<file path="src/sv/slo2_pkg.sv">
// Package for the two-component linear ODE stepper: widths, codes, reset values and the ALU control type.
package slo2_pkg;
  localparam int WORD_BITS_DEF = 48;
  localparam int FRAC_BITS_DEF = 32;
  localparam int FIELD_W = 48;
  localparam int STEP_W = 47;

  localparam logic [1:0] METH_EULER = 2'd0;
  localparam logic [1:0] METH_TRAP = 2'd1;
  localparam logic [1:0] METH_IMPL = 2'd2;

  localparam logic [2:0] REG_C00 = 3'd0;
  localparam logic [2:0] REG_C01 = 3'd1;
  localparam logic [2:0] REG_C10 = 3'd2;
  localparam logic [2:0] REG_C11 = 3'd3;
  localparam logic [2:0] REG_METHOD = 3'd4;
  localparam logic [2:0] REG_THRESH = 3'd5;

  localparam logic FUNC_LOAD = 1'b0;

  // ALU operation codes
  localparam logic [1:0] ALU_MUL = 2'd0;
  localparam logic [1:0] ALU_ADD = 2'd1;
  localparam logic [1:0] ALU_SUB = 2'd2;
  localparam logic [1:0] ALU_DIV = 2'd3;

  localparam logic signed [63:0] RST_C00 = 64'sd4286377361408;
  localparam logic signed [63:0] RST_C01 = 64'sd8581344657408;
  localparam logic signed [63:0] RST_C10 = -64'sd4290672328704;
  localparam logic signed [63:0] RST_C11 = -64'sd8585639624704;

  typedef struct packed {
    logic       start;
    logic [1:0] op;
  } alu_ctl_t;
endpackage

</file>
<file path="src/sv/slo2_alu.sv">
// Shared saturating multiply / add / subtract / divide unit, multi-cycle.
module slo2_alu #(
  parameter int WORD_BITS = slo2_pkg::WORD_BITS_DEF,
  parameter int FRAC_BITS = slo2_pkg::FRAC_BITS_DEF
) (
  input  logic                        clk_i,
  input  logic                        rst_ni,
  input  slo2_pkg::alu_ctl_t          ctl_i,
  input  logic signed [WORD_BITS-1:0] a_i,
  input  logic signed [WORD_BITS-1:0] b_i,
  output logic                        done_o,
  output logic signed [WORD_BITS-1:0] res_o
);
  import slo2_pkg::*;

  localparam int W = WORD_BITS;
  localparam int HW = (W + 1) / 2;
  localparam int PW = 2 * W;
  localparam int NW = W + FRAC_BITS;
  localparam int CW = $clog2(NW + 1);
  localparam logic [W-1:0] WMAX = {1'b0, {(W-1){1'b1}}};
  localparam logic [W-1:0] WMIN = {1'b1, {(W-1){1'b0}}};

  localparam logic [2:0] S_IDLE = 3'd0;
  localparam logic [2:0] S_MUL0 = 3'd1;
  localparam logic [2:0] S_MUL1 = 3'd2;
  localparam logic [2:0] S_DIV = 3'd3;
  localparam logic [2:0] S_FIN = 3'd4;

  logic [2:0] state_q, state_d;
  logic [1:0] op_q;
  logic neg_q;
  logic [W-1:0] ma_q, mb_q;
  logic [PW-1:0] acc_q, acc_d;
  logic [NW-1:0] num_q, num_d;
  logic [W-1:0] rem_q, rem_d;
  logic [CW-1:0] cnt_q, cnt_d;
  logic signed [W-1:0] res_q, res_d;
  logic done_q;

  logic [W-1:0] ma, mb;
  assign ma = a_i[W-1] ? W'(-a_i) : W'(a_i);
  assign mb = b_i[W-1] ? W'(-b_i) : W'(b_i);

  // half-width partial product: a * b[half]
  logic [HW-1:0] bhalf;
  logic [W+HW-1:0] pp;
  assign bhalf = (state_q == S_MUL0) ? mb_q[HW-1:0] : HW'(mb_q >> HW);
  assign pp = ma_q * bhalf;

  logic [PW-1:0] sh;
  assign sh = acc_q >> FRAC_BITS;

  logic signed [W:0] sum;
  assign sum = (op_q == ALU_SUB) ? ($signed({a_i[W-1], a_i}) - $signed({b_i[W-1], b_i}))
                                  : ($signed({a_i[W-1], a_i}) + $signed({b_i[W-1], b_i}));

  // remainder stays below the divisor magnitude, so W bits hold it
  logic [W:0] rsh;
  logic [W+1:0] rtry;
  assign rsh = {rem_q, num_q[NW-1]};
  assign rtry = {1'b0, rsh} - {2'b0, mb_q};

  function automatic logic [W-1:0] from_mag(input logic neg, input logic [PW-1:0] m);
    logic ovf;
    ovf = (m > PW'(WMAX) + PW'(neg));
    if (ovf) from_mag = neg ? WMIN : WMAX;
    else from_mag = neg ? W'(-m) : m[W-1:0];
  endfunction

  always_comb begin
    state_d = state_q;
    acc_d = acc_q;
    num_d = num_q;
    rem_d = rem_q;
    cnt_d = cnt_q;
    res_d = res_q;
    case (state_q)
      S_IDLE: begin
        if (ctl_i.start) begin
          case (ctl_i.op)
            ALU_MUL: state_d = S_MUL0;
            ALU_DIV: begin
              state_d = S_DIV;
              num_d = NW'(ma) << FRAC_BITS;
              rem_d = '0;
              acc_d = '0;
              cnt_d = CW'(NW);
            end
            default: state_d = S_FIN;
          endcase
          if (ctl_i.op == ALU_MUL) acc_d = '0;
        end
      end
      S_MUL0: begin
        acc_d = PW'(pp);
        state_d = S_MUL1;
      end
      S_MUL1: begin
        acc_d = acc_q + (PW'(pp) << HW);
        state_d = S_FIN;
      end
      S_DIV: begin
        num_d = num_q << 1;
        if (!rtry[W+1]) begin
          rem_d = rtry[W-1:0];
          acc_d = {acc_q[PW-2:0], 1'b1};
        end else begin
          rem_d = rsh[W-1:0];
          acc_d = {acc_q[PW-2:0], 1'b0};
        end
        cnt_d = cnt_q - CW'(1);
        if (cnt_q == CW'(1)) state_d = S_FIN;
      end
      S_FIN: begin
        state_d = S_IDLE;
        case (op_q)
          ALU_MUL: res_d = from_mag(neg_q, sh);
          ALU_DIV: res_d = from_mag(neg_q, acc_q);
          default: begin
            if (sum[W] != sum[W-1]) res_d = sum[W] ? WMIN : WMAX;
            else res_d = sum[W-1:0];
          end
        endcase
      end
      default: state_d = S_IDLE;
    endcase
  end

  always_ff @(posedge clk_i or negedge rst_ni) begin
    if (!rst_ni) begin
      state_q <= S_IDLE;
      done_q <= 1'b0;
      op_q <= ALU_MUL;
    end else begin
      state_q <= state_d;
      done_q <= (state_q == S_FIN);
      if (state_q == S_IDLE && ctl_i.start) op_q <= ctl_i.op;
    end
  end

  always_ff @(posedge clk_i) begin
    if (state_q == S_IDLE && ctl_i.start) begin
      ma_q <= ma;
      mb_q <= mb;
      neg_q <= a_i[W-1] ^ b_i[W-1];
    end
    acc_q <= acc_d;
    num_q <= num_d;
    rem_q <= rem_d;
    cnt_q <= cnt_d;
    res_q <= res_d;
  end

  assign done_o = done_q;
  assign res_o = res_q;
endmodule
</file>
<file path="config.mk">
export PLATFORM = sky130hd
export DESIGN_NAME = slo2_alu
export DESIGN_NICKNAME = d
export VERILOG_FILES = /design/src/sv/slo2_pkg.sv /design/src/sv/slo2_alu.sv
export SDC_FILE = /design/constraint.sdc
export NUM_CORES = 2
export LEC_CHECK = 0
export ABC_AREA = 0
export ABC_CLOCK_PERIOD_IN_PS = 14800
export BUFFER_PORTS_ARGS = -buffer_cell sky130_fd_sc_hd__buf_4
export CELL_PAD_IN_SITES_DETAIL_PLACEMENT = 1
export CELL_PAD_IN_SITES_GLOBAL_PLACEMENT = 2
export CORE_MARGIN = 2
export CORE_UTILIZATION = 41
export CTS_CLUSTER_SIZE = 14
export DETAILED_ROUTE_END_ITERATION = 8
export PLACE_DENSITY = 0.83
export RECOVER_POWER = 50
export SLEW_MARGIN = 20
export SYNTH_ARGS = -nofsm -noshare
export SYNTH_HDL_FRONTEND = slang
export SYNTH_SLANG_ARGS = --single-unit
</file>
<file path="constraint.sdc">
create_clock -name clk_i -period 14.8 [get_ports clk_i]
set_clock_uncertainty 0.05 [all_clocks]
set_input_delay 0 -clock clk_i [delete_from_list [all_inputs] [get_ports clk_i]]
set_output_delay 0 -clock clk_i [all_outputs]
set_load 0.01 [all_outputs]
</file>
==> results.tsv <==
metric	value	unit
DRC errors left	0	
register area share after synthesis	0.153	
Synth-to-Final Area Change	8.94	%
WP data required	15.06	ns
Mapped Area	68500	um^2
final wirelength	271000	um
register area	10500	um^2
Clock Pin Slew Worst Setup and Hold Paths	0.07	ns
grt met2 use	0.524	
critical path arrival	13.87	ns
DR vias/cell	5.77	
Max Slew Vio Count	364	
core footprint	167000	um^2
Die Y	413	um
Synth warnings	0	
TritonCTS clock tree	done	
GR Util met3	0.0490	
status	complete, but fails checks	
vias in the first global route	63700	
crit path kind	flop to flop	
Filler Cell Count	19700	
Synth async-reset ratio	0.0171	
postcts setup bufs	0	
Max transition margin	-2.13	
top cell family by delay on the critical path	adder cells	
Initial Util	0.411	
ANT nets after route	0	
layout cell share with drive strength beyond 1	0.0512	
fmax	73.5	MHz
largest area contributor in the netlist	fa_1	
Hold-fix buffers, CTS	136	
most used routing layer in global routing	met2	
Final Hold Viols	0	
fin crit share	0.919	
M1 GR Usage	0.427	
Hold Path Class	input pin to flop	
Clock Tree Root	clkbuf_16	
Final setup viols	0	
H-tree depth	2	
die area	170000	um^2
most common cell after layout, fill and taps aside	inv_1	
first-pass GRT wire length	409000	um
largest cells by area after synthesis	fa_1 (30%), edfxtp_1 (15%), ha_1 (8.5%), inv_1 (6.8%), nand2_1 (6.0%)	
vias post-DR	59600	
Worst Tran Pin Value	4.69	ns
die width	413	um
pin count of the biggest net entering global routing	83	
Slowest Stage Delay on Critical Path	0.92	ns
drt first pass iters	8	
grt ovf	0	
DP HPWL	216000	um
CTS buffer count	39	
routability congestion estimate	0.976	
# port buffers	149	
multi-input logic area	52100	um^2
Netlist cell types	97	
EDFF count, synth	344	
antenna violations before repair	14	
max-cap viol count	8	
CP max stage cell	o21ai_0	
CP bufs+invs	6	
WL per Instance	26.3	um
CP Launch Type	flop	
# nets final	9657	
Critical Path Sink Type	flop	
ys flop type	edfxtp_1	
final worst path period need	13.61	ns
deepest clock path buffer count	3	
pre-CTS setup slack	1.62	ns
num ports	150	
dpl cell area	72200	um^2
total track usage	0.320	
CP most frequent cell	fa_1	
CTS Sinks	350	
Max FO, Critical Path	29	
Final Cell Area	74700	um^2
flops & latches, synth	350	
Synth top area share	0.296	
most frequent cells in the layout	inv_1 (1245), nand2_1 (1103), fa_1 (1013), nor2_1 (468), ha_1 (462)	
Resized Gates After CTS	0	
failing checks	capacitance limit, slew limit	
setup_tns	0	ns
mean post-synth cell area	8.52	um^2
clk_lat worst skew	0.60	ns
initial DRC count	4682	
Post-Syn Nets	9618	
RSZ-0062 raised after global routing	false	
post-route setup slack	1.19	ns
site row count	150	
Synth Instances	8041	
cell type report:
type,count,share of cell area
diodes,5,0.000168
clock buffers,43,0.0136
multi-input cells,6011,0.697
repair buffers,432,0.0452
inverters,1246,0.0627
clock inverters,28,0.00372
flip-flops and latches,350,0.140
well taps,2204,0.0369
Yosys cell counts (47+ instances only):
cell type,n
inv_1,1246
nand2_1,1103
fa_1,1013
nor2_1,471
ha_1,463
a21oi_1,434
clkbuf_1,397
and2_1,369
edfxtp_1,344
o21ai_0,340
xnor2_1,268
nor2b_1,183
a21o_1,153
nor3_1,124
xor2_1,87
nand3_1,79
nand4_1,77
nand2b_1,57
o21a_1,56
a211oi_1,52
mux2i_1,48
o21bai_1,48
a22oi_1,47
a31oi_1,47
cells by family after synthesis:
group / after synthesis / synth area share
compound gates: 1442 / 0.133
xor+xnor: 355 / 0.0454
fa+ha+maj: 1481 / 0.381
buf+inv: 1680 / 0.0923
flops: 350 / 0.153
mux: 67 / 0.0101
simple gates: 2666 / 0.185
final timing paths:
| kind | slack, ns | start | endpoint | cells past startpoint |
|---|---|---|---|---|
| worst max-delay path | 1.19 | state_q[0] | acc_q[92] | 38 |
| worst min-delay path | 0.08 | a_i[47] | ma_q[42] | 3 |
| worst max register to register | 1.19 | state_q[0] | acc_q[92] | 38 |
| worst min register to register | 0.50 | num_q[32] | num_q[33] | 1 |
| max in group asynchronous | 14.02 | rst_ni | state_q[0] | 3 |
| min in group asynchronous | 0.38 | rst_ni | op_q[1] | 3 |
worst min-delay path, cell delays in order:
cell and delay [ns]:
buf_4 0.26, nand2_1 0.14, xnor2_1 0.10
layer usage:
| layer | up-vias | routed length (um) |
|---|---|---|
| li1 | 26100 | - |
| met1 | 30900 | 113000 |
| met2 | 2064 | 127000 |
| met3 | 446 | 19300 |
| met4 | 6 | 11300 |
| met5 | - | 233 |
registers in the layout, summed over array words and instances (netlist names):
| name | flops |
|---|---|
| done_o | 1 |
| rem_q | 48 |
| op_q | 2 |
| mb_q | 48 |
| acc_q | 96 |
| num_q | 48 |
| cnt_q | 7 |
| state_q | 3 |
| ma_q | 48 |
| res_o | 48 |
| neg_q | 1 |
per-stage QoR:
stage,cells,utilization,hold slack [ns]
after floorplan,8041,-,-0.346
after global placement,10100,0.433,-0.220
after detailed placement,10100,0.433,-0.218
after CTS,10300,0.449,0.00268
after global routing,10300,0.448,0.0912
final,10300,0.448,0.0788
Power is left out: the tool's default activity adds up to more than one toggle a clock period on the data nets, which glitch-free logic cannot reach.
